`config.mk`:
```
export PLATFORM = sky130hd
export DESIGN_NAME = ctl_edge_front
export DESIGN_NICKNAME = d
export VERILOG_FILES = /design/src/hdl/ctl_pkg.sv /design/src/hdl/ctl_edge_front.sv
export SDC_FILE = /design/constraint.sdc
export NUM_CORES = 2
export LEC_CHECK = 0
export ABC_AREA = 1
export BUFFER_PORTS_ARGS = -buffer_cell sky130_fd_sc_hd__buf_2
export CORE_MARGIN = 8
export CORE_UTILIZATION = 60
export DETAILED_ROUTE_END_ITERATION = 10
export PLACE_DENSITY = 0.86
export SLEW_MARGIN = 20
export SYNTH_ARGS = -nofsm -noshare
export SYNTH_HDL_FRONTEND = slang
export SYNTH_SLANG_ARGS = --single-unit
```
`constraint.sdc`:
```
create_clock -name clk_i -period 18.55 [get_ports clk_i]
set_clock_uncertainty 0.1 [all_clocks]
set_input_delay 2.7825 -clock clk_i [delete_from_list [all_inputs] [get_ports clk_i]]
set_output_delay 2.7825 -clock clk_i [all_outputs]
set_load 0.02 [all_outputs]
```
`src/hdl/ctl_pkg.sv`:
```
`timescale 1ns / 1ps
// shared types and fixed widths of the closed tour length core
package ctl_pkg;

  // width of the running tour sum, unsigned q36.0
  localparam int SUM_W = 36;
  localparam logic [SUM_W-1:0] SUM_MAX = '1;

  // control that travels with each edge down the pipeline
  typedef struct packed {
    logic valid;
    logic emit;   // closing edge of a tour, result leaves after it
  } tag_t;

endpackage

```
`src/hdl/ctl_edge_front.sv`:
```
`timescale 1ns / 1ps
// tour state, edge issue, absolute differences and squared distance
module ctl_edge_front #(
  parameter int COORD_WIDTH = 24
) (
  input  logic                          clk_i,
  input  logic                          rst_ni,
  input  logic                          en_i,
  input  logic                          in_valid_i,
  output logic                          in_stall_o,
  input  logic signed [COORD_WIDTH-1:0] x_coord_i,
  input  logic signed [COORD_WIDTH-1:0] y_coord_i,
  input  logic                          last_point_i,
  output logic [2*COORD_WIDTH:0]        sq_sum_o,
  output ctl_pkg::tag_t                 tag_o
);

  localparam int DW = COORD_WIDTH;
  localparam int SS_W = 2 * COORD_WIDTH + 1;

  logic signed [DW-1:0] start_x_q, start_y_q, prior_x_q, prior_y_q;
  logic                 open_q, pend_q;
  logic                 accept;

  logic signed [DW-1:0] op_ax, op_ay;
  logic [DW:0]          diff_x, diff_y, neg_x, neg_y;
  logic [DW-1:0]        mag_x, mag_y;
  logic                 issue;
  ctl_pkg::tag_t        issue_tag;

  logic [DW-1:0]        mag_x_q, mag_y_q;
  logic [2*DW-1:0]      sq_x_q, sq_y_q;
  logic [SS_W-1:0]      sq_sum_q;
  ctl_pkg::tag_t        tag_a_q, tag_b_q, tag_c_q;

  // the closing edge takes a slot of its own after the last point, while pend_q is set
  assign in_stall_o = pend_q || !en_i;
  assign accept     = in_valid_i && !in_stall_o;

  // closing edge runs from the stored start to the stored prior point
  assign op_ax = pend_q ? start_x_q : x_coord_i;
  assign op_ay = pend_q ? start_y_q : y_coord_i;

  assign diff_x = {op_ax[DW-1], op_ax} - {prior_x_q[DW-1], prior_x_q};
  assign diff_y = {op_ay[DW-1], op_ay} - {prior_y_q[DW-1], prior_y_q};
  assign neg_x  = -diff_x;
  assign neg_y  = -diff_y;
  assign mag_x  = diff_x[DW] ? neg_x[DW-1:0] : diff_x[DW-1:0];
  assign mag_y  = diff_y[DW] ? neg_y[DW-1:0] : diff_y[DW-1:0];

  // the first point of a tour adds nothing
  assign issue           = pend_q || (accept && open_q);
  assign issue_tag.valid = issue;
  assign issue_tag.emit  = pend_q;

  always_ff @(posedge clk_i or negedge rst_ni) begin
    if (!rst_ni) begin
      start_x_q <= '0;
      start_y_q <= '0;
      prior_x_q <= '0;
      prior_y_q <= '0;
      open_q    <= 1'b0;
      pend_q    <= 1'b0;
    end else begin
      if (accept) begin
        if (!open_q) begin
          start_x_q <= x_coord_i;
          start_y_q <= y_coord_i;
        end
        prior_x_q <= x_coord_i;
        prior_y_q <= y_coord_i;
        open_q    <= !last_point_i;
        pend_q    <= last_point_i;
      end else if (en_i && pend_q) begin
        pend_q <= 1'b0;
      end
    end
  end

  always_ff @(posedge clk_i or negedge rst_ni) begin
    if (!rst_ni) begin
      tag_a_q <= '0;
      tag_b_q <= '0;
      tag_c_q <= '0;
    end else if (en_i) begin
      tag_a_q <= issue_tag;
      tag_b_q <= tag_a_q;
      tag_c_q <= tag_b_q;
    end
  end

  always_ff @(posedge clk_i) begin
    if (en_i) begin
      mag_x_q  <= mag_x;
      mag_y_q  <= mag_y;
      sq_x_q   <= mag_x_q * mag_x_q;
      sq_y_q   <= mag_y_q * mag_y_q;
      sq_sum_q <= {1'b0, sq_x_q} + {1'b0, sq_y_q};
    end
  end

  assign sq_sum_o = sq_sum_q;
  assign tag_o    = tag_c_q;

endmodule

```
# Word-level counts from Yosys, hierarchy flattened
# Index checks and enable logic that the tools add are counted.
# totals
elab_cells	41
output_inout_bits	52
ff_bits	297
inputBits	53
# op_classes
n_mux	6
n_bitwise	1
n_mul	2
reduce_logical	10
addsub	5
# ops
operator	count
multiplier 24 x 24 -> 48 bit	2
two-way mux 24 bit	4
subtractor 24 x 24 -> 25 bit	2
adder 48 x 48 -> 49 bit	1
negation 24 bit	2
logical AND 1 bit	3
zero test 1 bit	3
logical OR 1 bit	2
two-way mux 1 bit	2
AND reduction 2 bit	1
nonzero test 2 bit	1
NOT 1 bit	1

# Longest topological paths before layout
# logic_depth
word_depth	6
mapped_depth	30
mapped_depth_nobuf	29

# Worst setup path after synthesis
# OpenSTA, ideal clock, no wires.
# synth_path
path_kind	register -> register
start	register mag_y_q[14]
end	register sq_y_q[38], data pin
arrival_time_ns	6.138
required_time_ns	18.197
path_buffers	1
synth_period_minus_slack_ns	6.491
stages_incl_launch_ff	31
setup_slack_ns	12.059
setup_ns	0.253
path_cell_list	edfxtp_1 > clkbuf_1 > nand2_1 > fa_1 > inv_1 > fa_1 > inv_1 > fa_1 > inv_1 > fa_1 > inv_1 > fa_1 > inv_1 > fa_1 > inv_1 > fa_1 > inv_1 > ha_1 > nand2_1 > nor2_1 > inv_1 > nor2_1 > inv_1 > nor2_1 > a21oi_1 > o21ai_0 > nand2_1 > nand2_1 > nand2_1 > inv_1 > nor2_1
# synth_between
elab_chain_cells	1
# synth_rtl
element	line	text
start: declaration	ctl_edge_front.sv:31	logic [DW-1:0] mag_x_q, mag_y_q;
start signal: assignment	ctl_edge_front.sv:95	mag_y_q <= mag_y;
multiplier 24 x 24 -> 48 bit	ctl_edge_front.sv:97	sq_y_q <= mag_y_q * mag_y_q;
end signal: assignment	ctl_edge_front.sv:97	
end: declaration	ctl_edge_front.sv:32	logic [2*DW-1:0] sq_x_q, sq_y_q;
# Every way passes these cells.
# A chain may end at the register's enable or synchronous reset.

# Final worst setup path
# layout_path
start	register mag_x_q[2]
end	register sq_x_q[27], data pin
# layout_between
elab_chain_cells	1
# layout_rtl
element	line	text
start: declaration	ctl_edge_front.sv:31	
start signal: assignment	ctl_edge_front.sv:94	mag_x_q <= mag_x;
multiplier 24 x 24 -> 48 bit	ctl_edge_front.sv:96	sq_x_q <= mag_x_q * mag_x_q;
end signal: assignment	ctl_edge_front.sv:96	
end: declaration	ctl_edge_front.sv:32	
# Every way passes these cells.

==> reports/qor.yml <==
outcome: "completed"
cts_root_buffer: "clkbuf_16"
dp.final_hpwl_mm: 107.5
whs_path_depth: 2
nNetsFinal: 7858
path_max_fanout: 24
clock_latency_ns: 0.57
worst_setup_path_end_kind: "register"
cts_sinks: 295
cp_slowest_cell: "edfxtp_1"
final_cell_mix: "inv_1, nand2_1, fa_1"
ys_seq_area_frac: 0.1613
cpPeakStageDelay_ns: 1.07
wire_per_inst_um: 17.01
setup_ws_ns: 10.94
syn_area_um2: 51680
core_um2: 85280
yosysWarnings: 0
crit_top_cell: "inv_1"
rows: 107
drv_slew: 0
clk_path_buf_depth: 3
diodes: 0
hold_class: "register to register"
ys_ff_latch: 295
ant_nets: 0
start_util: 0.6060
dieArea_um2: 95790
grt_max_degree: 100
max_cap_violations: 0
drive_above_1_share: 0.03995
grt_use_total: 0.2772
die_x_um: 309.5
io_buffers: 104
grt_pass1_vias: 44180
layout_commonest_cell: "inv_1"
synth.distinct_cells: 48
synth_cells: 6462
dpl_worst_slack_ns: 11.04
criticalPathCategory: "register to register"
routed_wl_mm: 130.6
firstDrtPassIters: 6
holdBufCountCts: 0
die_h_um: 309.5
rsz0062_at_grt: "false"
post_cts_resized: 0
grt_pass1_wl_mm: 215.3
cts_tree: "done"
setup_viol: 0
drt_iter0_drc: 2925
ff2ff_path_depth: 25
tightest_slew_ns: 1.195
gp_congestion: 0.9869
hold_viol: 0
tns_ns: 0
avgSynthCellArea_um2: 7.998
cts_setup_buffers: 0
viasPerCell: 5.386
critPathLaunchType: "register"
clkSlewWorstSetupHoldPaths_ns: 0.07
fmax_mhz: 131.4
syn_nets: 7814
grt_overflow: 0
cp.required_ns: 18.76
drc: 0
cts_made_buffers: 36
htreeDepth: 2
fin_crit_ns: 7.610
syn_to_final_growth_pct: 5.754
antenna_found_initial: 2
slew_headroom: 0.2031
pin_count: 105
vias: 41350
period_share: 0.4102
arrival_ns: 7.81
==> cells in the mapped netlist (all sizes together) <==
library cell	instances	area share
a21boi	5	0.00073
a21o	31	0.0045
a21oi	220	0.021
a221oi	5	0.00085
a31oi	31	0.0038
and2	3	0.00036
and3	3	0.00036
buf	10	0.0013
clkbuf	126	0.0092
clkinv	1	0.000073
dfrtp	104	0.050
edfxtp	191	0.11
fa	845	0.33
ha	454	0.11
inv	1863	0.14
nand2	1524	0.11
nand3	161	0.016
nand3b	6	0.00087
nand4	32	0.0040
nor2	326	0.025
nor3	31	0.0030
nor4	19	0.0023
o2111ai	1	0.00017
o211ai	5	0.00073
o21a	8	0.0012
o21ai	249	0.024
o21bai	15	0.0022
o221ai	2	0.00034
o311ai	1	0.00017
o31a	1	0.00017
o31ai	3	0.00044
or2	6	0.00073
xnor2	62	0.011
xor2	118	0.020
==> cells by family after synthesis <==
logic type,synth area share
buffers and inverters,0.1459
adder cells (fa/ha/maj),0.4372
AO/OA/AOI/OAI,0.06062
XOR/XNOR,0.03079
AND/OR/NAND/NOR,0.1642
flip-flops,0.1613
==> state kept, by name, indices dropped and copies added (netlist names), 2 cells and up <==
signal     flops
prior_y_q     24
sq_sum_o      49
tag_a_q        2
mag_y_q       24
start_y_q     24
start_x_q     24
tag_o          2
mag_x_q       24
prior_x_q     24
sq_x_q        47
sq_y_q        47
tag_b_q        2
==> routing by layer <==
metal  share of wire  GRT usage  wire (µm)
met3           0.078    0.04499      10210
met1            0.39     0.3479      51500
met2            0.49     0.4798      63360
met5        0.000061          0          8
met4           0.042     0.1087       5496
==> worst max-delay path: cells and delay by family, from the launching register on <==
family / cells / cell delay [ns]
XOR/XNOR: 1 / 0.06
flip-flops: 1 / 1.07
adder cells (fa/ha/maj): 8 / 4.02
buffers and inverters: 8 / 0.47
AND/OR/NAND/NOR: 7 / 1.07
AO/OA/AOI/OAI: 1 / 0.55
==> path summary, 6_finish.rpt <==
kind / startpoint / end / slack (ns)
worst max-delay path: mag_x_q[2]$_DFFE_PP_ / sq_x_q[27]$_DFFE_PP_ / 10.94
worst min-delay path: tag_o[0]$_DFFE_PN0P_ / tag_o[0]$_DFFE_PN0P_ / 0.38
max in group asynchronous: rst_ni / pend_q$_DFFE_PN0P_ / 14.99
worst max register to register: mag_x_q[2]$_DFFE_PP_ / sq_x_q[27]$_DFFE_PP_ / 10.94
min in group asynchronous: rst_ni / prior_y_q[10]$_DFFE_PN0P_ / 2.03
worst min register to register: tag_o[0]$_DFFE_PN0P_ / tag_o[0]$_DFFE_PN0P_ / 0.38
==> per-stage QoR <==
stage | util | hold slack [ns] | area, µm² | instances
CTS | 0.6406 | 0.3780 | 54630 | 7675
floorplan | - | 0.3422 | 51680 | 6462
detailed placement | 0.6259 | 0.3612 | 53380 | 7610
global placement | 0.6259 | 0.3545 | 53380 | 7610
global route | 0.6409 | 0.4067 | 54660 | 7677
finish | 0.6409 | 0.3785 | 54660 | 7677
==> area by class of cell <==
cell class	instances	area (µm²)
Multi-Input combinational cell	4167	35810
Fill cell	6917	30620
Sequential cell	295	8339
Inverter	1864	6997
Tap cell	1144	1431
Clock buffer	45	1006
Timing Repair Buffer	142	832.0
Clock inverter	20	245.2
Power is not shown: default switching activity piles up to over one toggle a cycle in this logic, so the estimate is an artifact.
