## config.mk

```make
export PLATFORM = sky130hd
export DESIGN_NAME = ctl_sqrt_cell
export DESIGN_NICKNAME = d
export VERILOG_FILES = /design/src/hdl/ctl_pkg.sv /design/src/hdl/ctl_sqrt_cell.sv
export SDC_FILE = /design/constraint.sdc
export NUM_CORES = 1
export LEC_CHECK = 0
export ABC_AREA = 0
export BUFFER_PORTS_ARGS = -buffer_cell sky130_fd_sc_hd__clkbuf_2
export CAP_MARGIN = 10
export CORE_MARGIN = 2
export CORE_UTILIZATION = 40
export CTS_CLUSTER_SIZE = 30
export DETAILED_ROUTE_END_ITERATION = 8
export MAX_ROUTING_LAYER = met4
export PLACE_DENSITY_LB_ADDON = 0.12
export SLEW_MARGIN = 20
export SYNTH_ARGS = -nofsm -noshare
export SYNTH_HDL_FRONTEND = slang
export SYNTH_SLANG_ARGS = --single-unit
```

## constraint.sdc

```tcl
create_clock -name clk_i -period 0.8 [get_ports clk_i]
set_input_delay 0.16 -clock clk_i [delete_from_list [all_inputs] [get_ports clk_i]]
set_output_delay 0.16 -clock clk_i [all_outputs]
set_load 0.02 [all_outputs]
```

## src/hdl/ctl_pkg.sv

```systemverilog
`timescale 1ns / 1ps
// shared types and fixed widths of the closed tour length core
package ctl_pkg;

  // width of the running tour sum, unsigned q36.0
  localparam int SUM_W = 36;
  localparam logic [SUM_W-1:0] SUM_MAX = '1;

  // control that travels with each edge down the pipeline
  typedef struct packed {
    logic valid;
    logic emit;   // closing edge of a tour, result leaves after it
  } tag_t;

endpackage

```

## src/hdl/ctl_sqrt_cell.sv

```systemverilog
`timescale 1ns / 1ps
// one root bit of the integer square root row
module ctl_sqrt_cell #(
  parameter int REM_W  = 49,
  parameter int ROOT_W = 25,
  parameter int BIT    = 24
) (
  input  logic              clk_i,
  input  logic              rst_ni,
  input  logic              en_i,
  input  logic [REM_W-1:0]  rem_i,
  input  logic [ROOT_W-1:0] root_i,
  input  ctl_pkg::tag_t     tag_i,
  output logic [REM_W-1:0]  rem_o,
  output logic [ROOT_W-1:0] root_o,
  output ctl_pkg::tag_t     tag_o
);

  logic [REM_W:0]    rem_ext, trial, rem_sub;
  logic              take;
  logic [REM_W-1:0]  rem_q;
  logic [ROOT_W-1:0] root_q;
  ctl_pkg::tag_t     tag_q;

  // (root + 2^bit)^2 - root^2 = root * 2^(bit+1) + 2^(2*bit)
  assign rem_ext = (REM_W + 1)'(rem_i);
  assign trial   = ((REM_W + 1)'(root_i) << (BIT + 1)) + ((REM_W + 1)'(1) << (2 * BIT));
  assign rem_sub = rem_ext - trial;
  assign take    = rem_ext >= trial;

  always_ff @(posedge clk_i or negedge rst_ni) begin
    if (!rst_ni) begin
      tag_q <= '0;
    end else if (en_i) begin
      tag_q <= tag_i;
    end
  end

  always_ff @(posedge clk_i) begin
    if (en_i) begin
      rem_q  <= take ? rem_sub[REM_W-1:0] : rem_i;
      root_q <= take ? (root_i | (ROOT_W'(1) << BIT)) : root_i;
    end
  end

  assign rem_o  = rem_q;
  assign root_o = root_q;
  assign tag_o  = tag_q;

endmodule

```

== Word-level counts from Yosys, hierarchy flattened ==
Index checks and enable logic that the tools add are counted.
Widths: inputs -> output; s select.

* Flip-flop bits (word level): 76
* Input port bits: 79
* Output and inout bits: 76
* Logic and storage cells: 9

* Add/subtract/negate cells: 2
* $lt $le $gt $ge: 1
* Multiplexer cells: 1

{| class="wikitable"
|+ Operator list
! operator !! number
|-
| $add 50x49->50 const B || 1
|-
| $ge 49x50->1 || 1
|-
| $mux 49 || 1
|-
| $sub 49x49->49 || 1
|}

== Logic depth before layout (Yosys ltp) ==
Gate-level depths: netlist of run 1.

* Depth after elaboration: 3
* Depth in mapped cells: 12
* Depth with buffers taken out: 11

== Worst setup path before layout of run 1 ==
OpenSTA, ideal clock, no wires.

* Path kind: input -> register
* From: in root_i[1]
* To: reg rem_q[34] (netlist: rem_o[34]), data pin
* Library setup time: 260 ps
* Arrival: 2356 ps
* Required time: 540 ps
* Path slack: -1817 ps
* Stages on the path: 12
* Path buffers: 2
* Path through: inv_1 ha_1 nor2b_1 o31a_4 o21ai_4 a211oi_2 o21ba_2 nor3_4 or2_1 buf_6 buf_12 mux2_4

* Word-level cells in the longest chain between the ends: 3
* Elaborated cells on any way between the ends: 4
* Classes of those cells: add/sub (2); order compare (1); mux (1)

{| class="wikitable"
|+ Ends and longest elaborated chain
! what !! RTL line !! source
|-
| start, declared || ctl_sqrt_cell.sv:12 || <nowiki>input logic [ROOT_W-1:0] root_i,</nowiki>
|-
| $add 50x49->50 * || ctl_sqrt_cell.sv:27 || <nowiki>assign trial = ((REM_W + 1)'(root_i) << (BIT + 1)) + ((REM_W + 1)'(1) << (2 * BIT));</nowiki>
|-
| $sub 49x49->49 / $ge 49x50->1 (equally long branches) || ctl_sqrt_cell.sv:28, ctl_sqrt_cell.sv:29 ||
|-
| $mux 49 * || ctl_sqrt_cell.sv:41 || <nowiki>rem_q <= take ? rem_sub[REM_W-1:0] : rem_i;</nowiki>
|-
| end signal, assigned || ctl_sqrt_cell.sv:41 ||
|-
| end, declared || ctl_sqrt_cell.sv:21 || <nowiki>logic [REM_W-1:0] rem_q;</nowiki>
|}

Mark *: on every way between the ends. The rest lies on a longest branch, timed or not.
A chain may end at the register's enable or synchronous reset.

== Worst setup path in the final report of run 1 ==
* From: in root_i[2]
* To: reg rem_q[43] (netlist: rem_o[43]), data pin

Same word-level chain as after synthesis.

==> metrics.cfg, run 1 <==
[run_status]
status = finished with violations
violations = negative setup slack

[placed_design]
place_congestion = 0.8294
dp_hpwl_um = 7642
placed_area_sq_mm = 0.005663
place_inst = 677
port_buffers = 154

[grt]
grt_pass1_vias = 3671
grt_first_pass_wirelength_um = 16990
grt_max_degree = 28
antenna_found_initial = 0
grt_overflow = 0
grt_use_total_pct = 20.24

[setup_path]
worstPathArrival_ps = 2310
worstRegToRegCells = 1
crit_required_ps = 910
cp-end-kind = flop
start_kind = input port
critPathKind = input port to flop
worst-path-max-fanout = 6

[clocking]
clkSlewWorstSetupHoldPaths_ps = 80
clock_latency_ps = 350
cts_max_path_buffers = 2
cts_tree = built
cts-htree-levels = 3
tritoncts.num_buffers = 9
clock-sinks = 76
root_buffer = clkbuf_8

[detailed_routing]
routed_wl_um = 11030
routed_via_density = 4.845
drt-pass1-iter-count = 4
drt_iter0_drc = 95
wl_per_cell_um = 14.85
vias = 3600
drc = 0
drtAntennaViolNets = 0

[timing]
rsz0062_at_grt = yes
finClkSkew_ps = 0
worstMarginPinSlew_ps = 360.2
post-route-period-util_pct = 274.9
setup_tns_ps = -52470
max_freq_ghz = 0.4546
setup_violations = 101
period_needed_ps = 2200
hold_viol = 0
setup_ws_ps = -1400
maxSlewHeadroom_pct = 75.73
finalMaxSlewViolations = 0
holdWs_ps = 11.85

[pwr]
leakage_nw = 3.081
p_per_area_mw_per_mm2 = 1696
vdd_drop_max_mv = 0.9797

[synthesis]
synth_async_sr_flop_share_pct = 2.632
synthesis.area_sq_mm = 0.004004
synth_common_cells = edfxtp_1, inv_1, o21ai_0, a21oi_1, ha_1
synth_edf_count = 74
syn_inst = 316
synth_top_area_share_pct = 55.50
synth.most_common_cell = edfxtp_1
ys_seq_area_share_pct = 56.75
yosys.area.top_type = edfxtp_1
synth-seq-cells = 76
syn-num-nets = 420
ys_types = 47
yosysWarnings = 0
synthTopCellsByArea = edfxtp_1, ha_1, mux2_4
ys.flop_type = edfxtp_1
avgSynthCellArea_sq_um = 12.67

[worst_hold_path]
hold_path.class = input port to flop
hold_path_depth = 1

[die]
initial_core_util_pct = 41.15
pin_count = 155
fp.dieArea_sq_mm = 0.01083
rows = 36
core-area_sq_mm = 0.009729
die_w_um = 104.0
die_y_um = 104.0

[layout]
antennaDiodeCount = 0
fin_nets = 709
nFillCells = 758
fin_area_sq_mm = 0.006917
drive_above_1_share_pct = 54.59
area_delta_synth_final_pct = 72.75
instances_no_fill = 743

[flow_run]
maxCapViolations = 0

## state kept, by name, summed over array words and instances, names as in the netlist
signal	count
rem_o	49
root_o	25
tag_o	2
## metal layers
layer / track usage, % / part of all wire [%] / wire [um] / vias up
met5: - / 0 / 0 / -
met4: 7.915 / 1.4 / 159 / 0
met3: 3.822 / 4.9 / 540 / 15
met2: 33.74 / 51 / 5663 / 104
met1: 24.40 / 42 / 4669 / 1718
li1: - / - / - / 1763
## path summary, 6_finish.rpt
| check | start | to | slack (ps) |
|---|---|---|---|
| max in group asynchronous | rst_ni | tag_o[0] | 590 |
| max reg2reg | tag_o[0] | tag_o[0] | 20 |
| min in group asynchronous | rst_ni | tag_o[1] | 110 |
| min reg2reg | tag_o[1] | tag_o[1] | 540 |
| min | rem_i[23] | rem_o[23] | 10 |
| max | root_i[2] | rem_o[43] | -1400 |
## cells in the final DEF, fill, tap and decap left out, types with 6 or more instances in the layout
| cell type | n |
|---|---|
| inv_1 | 23 |
| clkbuf_2 | 75 |
| mux2_2 | 6 |
| buf_4 | 81 |
| ha_1 | 16 |
| o21ai_0 | 10 |
| clkbuf_8 | 11 |
| a21oi_1 | 19 |
| ha_4 | 8 |
| nand2_1 | 13 |
| buf_6 | 46 |
| xnor2_1 | 14 |
| buf_2 | 33 |
| o21ai_2 | 10 |
| mux2_4 | 11 |
| dlygate4sd3_1 | 37 |
| edfxtp_1 | 74 |
| nor2_1 | 16 |
## stage by stage
step | total power (W) | worst slack [ps] | util (%)
after global placement | 0.007929 | -1874 | 58.20
after floorplan | 0.006684 | -1619 | -
after detailed placement | 0.007974 | -1870 | 58.20
final | 0.01173 | -1400 | 71.09
after CTS | 0.01122 | -1400 | 65.50
after global routing | 0.01224 | -1459 | 71.09
## logic make-up after synthesis
group                      synth area share [%]
xor gates and xnor gates                  3.937
buffers and inverters                     3.844
DFF                                       56.75
muxes                                     5.719
adders and majority gates                 8.000
AOI/OAI and AO/OA                         12.63
and+or+nand+nor                           9.125
## area by class of cell
type	count	area (sq um)	area share, %
Sequential cell	76	2275	32.89
Timing Repair Buffer	283	2242	32.42
Multi-Input combinational cell	208	1928	27.88
Tap cell	133	166.4	2.406
Clock buffer	10	127.6	1.845
Inverter	27	113.9	1.646
Clock inverter	6	63.81	0.9226
## worst max-delay path: stages
cell,delay (ps)
clkbuf_2,90
inv_1,60
ha_4,290
nand2_1,60
nor3_2,140
nand4_1,160
or4_4,450
nand2_4,80
nor3_4,40
or2_4,300
buf_12,170
mux2_4,290
## where the power goes
group | switching [W] | internal [W]
Sequential | 0.000133 | 0.00479
Clock | 0.00154 | 0.00144
Combinational | 0.00185 | 0.00198
Total | 0.00352 | 0.00821
## what timing repair did
| action | 4_1_cts | 5_1_grt |
|---|---|---|
| hold endpoints to repair | 37 | 1 |
| setup buffers | 4 | 9 |
| cloned | 1 | 1 |
| endpoints found under the setup margin | 101 | 101 |
| hold buffers | 36 | 1 |
| pin swaps | 3 | 14 |
| gates resized for setup | 25 | 205 |
(Power assumes the default switching activity.)
==> run 2: changes to the inputs <==
--- a/config.mk
+++ b/config.mk
@@ -12,6 +12,7 @@
 export CORE_UTILIZATION = 40
 export CTS_CLUSTER_SIZE = 30
 export DETAILED_ROUTE_END_ITERATION = 8
+export HOLD_SLACK_MARGIN = 0.05
 export MAX_ROUTING_LAYER = met4
 export PLACE_DENSITY_LB_ADDON = 0.12
 export SLEW_MARGIN = 20
==> run 2 against run 1 <==
  * Hold slack better by 57 ps
  * Final area up 1.4%
  * First-iteration DRC count down 2.1%
  * Critical endpoint is now rem_o[41]
  * Clock skew unchanged
  * Register-to-register slack worse by 120 ps
  * Die area unchanged
  * The flow still finishes with violations (negative setup slack)
  * Wire length up 1.9%
==> metrics.cfg, run 2 (synthesized netlist as in run 1, its figures left out) <==
[setup_path]
worstPathArrival_ps = 2310
crit_required_ps = 910
start_kind = input port
critPathKind = input port to flop
cp-end-kind = flop
worst-path-max-fanout = 6
rrSetupSlack_ps = -100

[timing]
hold_viol = 0
worstMarginPinSlew_ps = 364.6
setup_tns_ps = -52840
setup_violations = 102
finClkSkew_ps = 0
period_needed_ps = 2195
finalMaxSlewViolations = 0
max_freq_ghz = 0.4557
post-route-period-util_pct = 274.3
setup_ws_ps = -1395
rsz0062_at_grt = yes
maxSlewHeadroom_pct = 75.43

[grt]
grt_overflow = 0
grt_use_total_pct = 20.67
grt_first_pass_wirelength_um = 17360
grt_pass1_vias = 3746
grt_max_degree = 28
antenna_found_initial = 0

[detailed_routing]
routed_wl_um = 11250
drt_iter0_drc = 93
drt-pass1-iter-count = 4
routed_via_density = 4.808
drc = 0
vias = 3611
wl_per_cell_um = 14.98
drtAntennaViolNets = 0

[layout]
largest_reg_flops = 49
instances_no_fill = 751
antennaDiodeCount = 0
fin_util_pct = 72.09
drive_above_1_share_pct = 53.40
layout_commonest_cell = buf_4
fin_nets = 717
final_cell_mix = buf_4, clkbuf_2, edfxtp_1
area_delta_synth_final_pct = 75.19

[placed_design]
place_congestion = 0.8294
place_inst = 677
dp_hpwl_um = 7642
port_buffers = 154
dp_slack_ps = -1870

[clocking]
clock_latency_ps = 350
tritoncts.num_buffers = 9
clock-sinks = 76
cts_tree = built
clkSlewWorstSetupHoldPaths_ps = 90
cts_max_path_buffers = 2
root_buffer = clkbuf_8
cts-htree-levels = 3

[pwr]
vdd_drop_max_mv = 0.9916
p_total_w = 0.01179
p_per_area_mw_per_mm2 = 1681
leakage_nw = 3.124

[die]
rows = 36
fp.dieArea_sq_mm = 0.01083
die_y_um = 104.0
die_w_um = 104.0
pin_count = 155
core-area_sq_mm = 0.009729
initial_core_util_pct = 41.15

[worst_hold_path]
hold_path.class = input port to flop

[run_status]
violations = negative setup slack
status = finished with violations

[flow_run]
maxCapViolations = 0

## run 2: per-stage QoR
stage	cell area [sq um]	hold slack, ps
floorplan	4156	-135.6
global placement	5663	-55.36
detailed placement	5663	-51.10
CTS	6472	61.01
global route	7014	71.37
finish	7014	68.84
## run 2: per-layer routing
metal	wire length (um)	vias up	track usage, %	share of wire, %
met2	5811	99	34.92	52
met3	533	18	3.759	4.7
li1	-	1780	-	-
met5	0	-	-	0
met1	4740	1714	24.68	42
met4	163	0	7.915	1.4
## run 2: repair_timing
item,4_1_cts,5_1_grt
endpoints found under the hold margin,47,0
gates resized for setup,25,203
cloned,1,1
hold buffers,46,0
pin swaps,3,18
setup buffers,4,9
endpoints found under the setup margin,101,102
## run 2: power by group
group,internal [W],switching [W],total (W)
clock network,0.00144,0.00155,0.00299
registers,0.00479,0.000134,0.00492
logic,0.00202,0.00186,0.00388
## run 2: final cells by class
cell class                 count  area [sq um]
multi-input combinational    208          1932
fill                         741          2715
sequential                    76          2275
timing repair buffer         291          2336
inverter                      27         113.9
clock inverter                 6         63.81
clock buffer                  10         127.6
tap                          133         166.4
## run 2: worst max-delay path, stage by stage
cell and delay, ps:
clkbuf_2 90, inv_1 60, ha_4 290, nand2_1 60, nor3_2 140, nand4_1 160
or4_4 460, nand2_4 80, nor3_4 40, or2_4 300, buf_12 170, mux2_4 290
## run 2: worst paths after layout
| check | startpoint | endpoint | cells after the start |
|---|---|---|---|
| max | root_i[2] | rem_o[41] | 12 |
| min | root_i[6] | root_o[6] | 2 |
| max reg2reg | tag_o[1] | tag_o[1] | 2 |
| min reg2reg | tag_o[0] | tag_o[0] | 1 |
| max in group asynchronous | rst_ni | tag_o[0] | 2 |
| min in group asynchronous | rst_ni | tag_o[1] | 2 |
==> run 3: changes to the inputs <==
--- a/config.mk
+++ b/config.mk
@@ -13,7 +13,6 @@
 export CTS_CLUSTER_SIZE = 30
 export DETAILED_ROUTE_END_ITERATION = 8
 export HOLD_SLACK_MARGIN = 0.05
-export MAX_ROUTING_LAYER = met4
 export PLACE_DENSITY_LB_ADDON = 0.12
 export SLEW_MARGIN = 20
 export SYNTH_ARGS = -nofsm -noshare
==> run 3 against run 2 <==
  * The run still ends with negative setup slack left
  * Clock skew did not move
  * Hold slack barely moved
  * Sequential power barely moved
  * Fmax barely moved
  * Clock power barely moved
  * Die area did not move
  * Clock-buffer cell count did not move
  * First-iteration DRC count rose by 9.7%
  * Core utilization did not move
  * Largest cell class unchanged
==> metrics.cfg, run 3 (synthesized netlist as in run 1, its figures left out) <==
[run_status]
status = finished with violations
violations = negative setup slack

[setup_path]
r2r-start = tag_o[1]
worstPathArrival_ps = 2300
worst-path-max-fanout = 6
crit_required_ps = 910
start_kind = input port
rrSetupSlack_ps = -100
cp-end-kind = flop
r2r-end = tag_o[1]
worstRegToRegCells = 2
critPathKind = input port to flop

[timing]
finalMaxSlewViolations = 0
hold_viol = 0
setup_tns_ps = -52810
finClkSkew_ps = 0
rsz0062_at_grt = yes
worstMarginPinSlew_ps = 364.6
max_freq_ghz = 0.4559
setup_ws_ps = -1394
period_needed_ps = 2194
maxSlewHeadroom_pct = 75.43
post-route-period-util_pct = 274.2
setup_violations = 102

[detailed_routing]
drt-pass1-iter-count = 4
drt_iter0_drc = 102
wl_per_cell_um = 14.97
drc = 0
routed_via_density = 4.822
routed_wl_um = 11240
vias = 3621
drtAntennaViolNets = 0

[placed_design]
dp_slack_ps = -1870
dp_hpwl_um = 7642
placed_area_sq_mm = 0.005663
port_buffers = 154
place_congestion = 0.8172

[grt]
grt_first_pass_wirelength_um = 17420
grt_pass1_vias = 3734
grt_max_degree = 28
antenna_found_initial = 0
grt_use_total_pct = 20.17
grt_overflow = 0

[die]
die_y_um = 104.0
initial_core_util_pct = 41.15
die_w_um = 104.0
fp.dieArea_sq_mm = 0.01083
rows = 36
core-area_sq_mm = 0.009729
pin_count = 155

[pwr]
p_total_w = 0.01180
p_per_area_mw_per_mm2 = 1683
leakage_nw = 3.124
vdd_drop_max_mv = 0.9923

[layout]
antennaDiodeCount = 0
nFillCells = 741
fin_area_sq_mm = 0.007014
largest_reg_flops = 49
area_delta_synth_final_pct = 75.19
final_cell_mix = buf_4, clkbuf_2, edfxtp_1
layout_commonest_cell = buf_4
fin_nets = 717
drive_above_1_share_pct = 53.40

[clocking]
cts_tree = built
cts_max_path_buffers = 2
cts-htree-levels = 3
clkSlewWorstSetupHoldPaths_ps = 90
clock_latency_ps = 350
tritoncts.num_buffers = 9
clock-sinks = 76
root_buffer = clkbuf_8

[worst_hold_path]
hold_path_depth = 2
hp-start = root_i[6]
hold_path.class = input port to flop
holdPathEnd = root_o[6]

[flow_run]
maxCapViolations = 0

## run 3: per-layer routing
layer	vias to the layer above	routed length (um)	GRT usage, %
met1	1723	4661	24.35
met5	-	0	0
met3	13	586	4.825
met4	0	163	7.915
met2	102	5829	34.77
li1	1783	-	-
## run 3: final cells by class
class                   count  area (sq um)  area share [%]
flip-flops and latches     76          2275           32.43
clock buffers              10         127.6           1.819
clock inverters             6         63.81          0.9097
repair buffers            291          2336           33.30
well taps                 133         166.4           2.372
inverters                  27         113.9           1.623
multi-input cells         208          1932           27.54
## run 3: metrics by stage
step | cells | utilization [%] | hold WS (ps)
after global placement | 677 | 58.20 | -55.36
after floorplan | 316 | - | -135.6
final | 751 | 72.09 | 68.69
after CTS | 744 | 66.53 | 61.01
after global routing | 751 | 72.09 | 66.17
after detailed placement | 677 | 58.20 | -51.10
## run 3: repair_timing
item | in CTS | in global routing
pin swaps | 3 | 18
hold endpoints to repair | 47 | 0
setup endpoints to repair | 101 | 102
buffers inserted | 4 | 9
gates resized for setup | 25 | 203
hold buffers | 46 | 0
gates cloned | 1 | 1
## run 3: worst max path at each step
stage,from,to,slack (ps),depth (start not counted)
2_1_floorplan,rem_i[26],rem_o[34],-1620,11
3_3_place_gp,root_i[2],rem_o[37],-1870,12
3_5_place_dp,root_i[2],rem_o[36],-1870,12
4_1_cts,rem_i[25],rem_o[37],-1400,12
5_1_grt,rem_i[25],rem_o[47],-1460,12
6_report,root_i[2],rem_o[41],-1390,12
## run 3: where the power goes
part	total (W)	switching (W)	leakage [nW]	internal [W]
registers	0.00492	0.000134	0.746	0.00479
logic	0.00388	0.00186	2.28	0.00202
clock network	0.00300	0.00156	0.0943	0.00144
total	0.0118	0.00355	3.12	0.00825
## run 3: critical path: stages
cell	delay, ps
clkbuf_2	90
inv_1	60
ha_4	290
nand2_1	60
nor3_2	140
nand4_1	160
or4_4	460
nand2_4	80
nor3_4	40
or2_4	290
buf_12	170
mux2_4	290
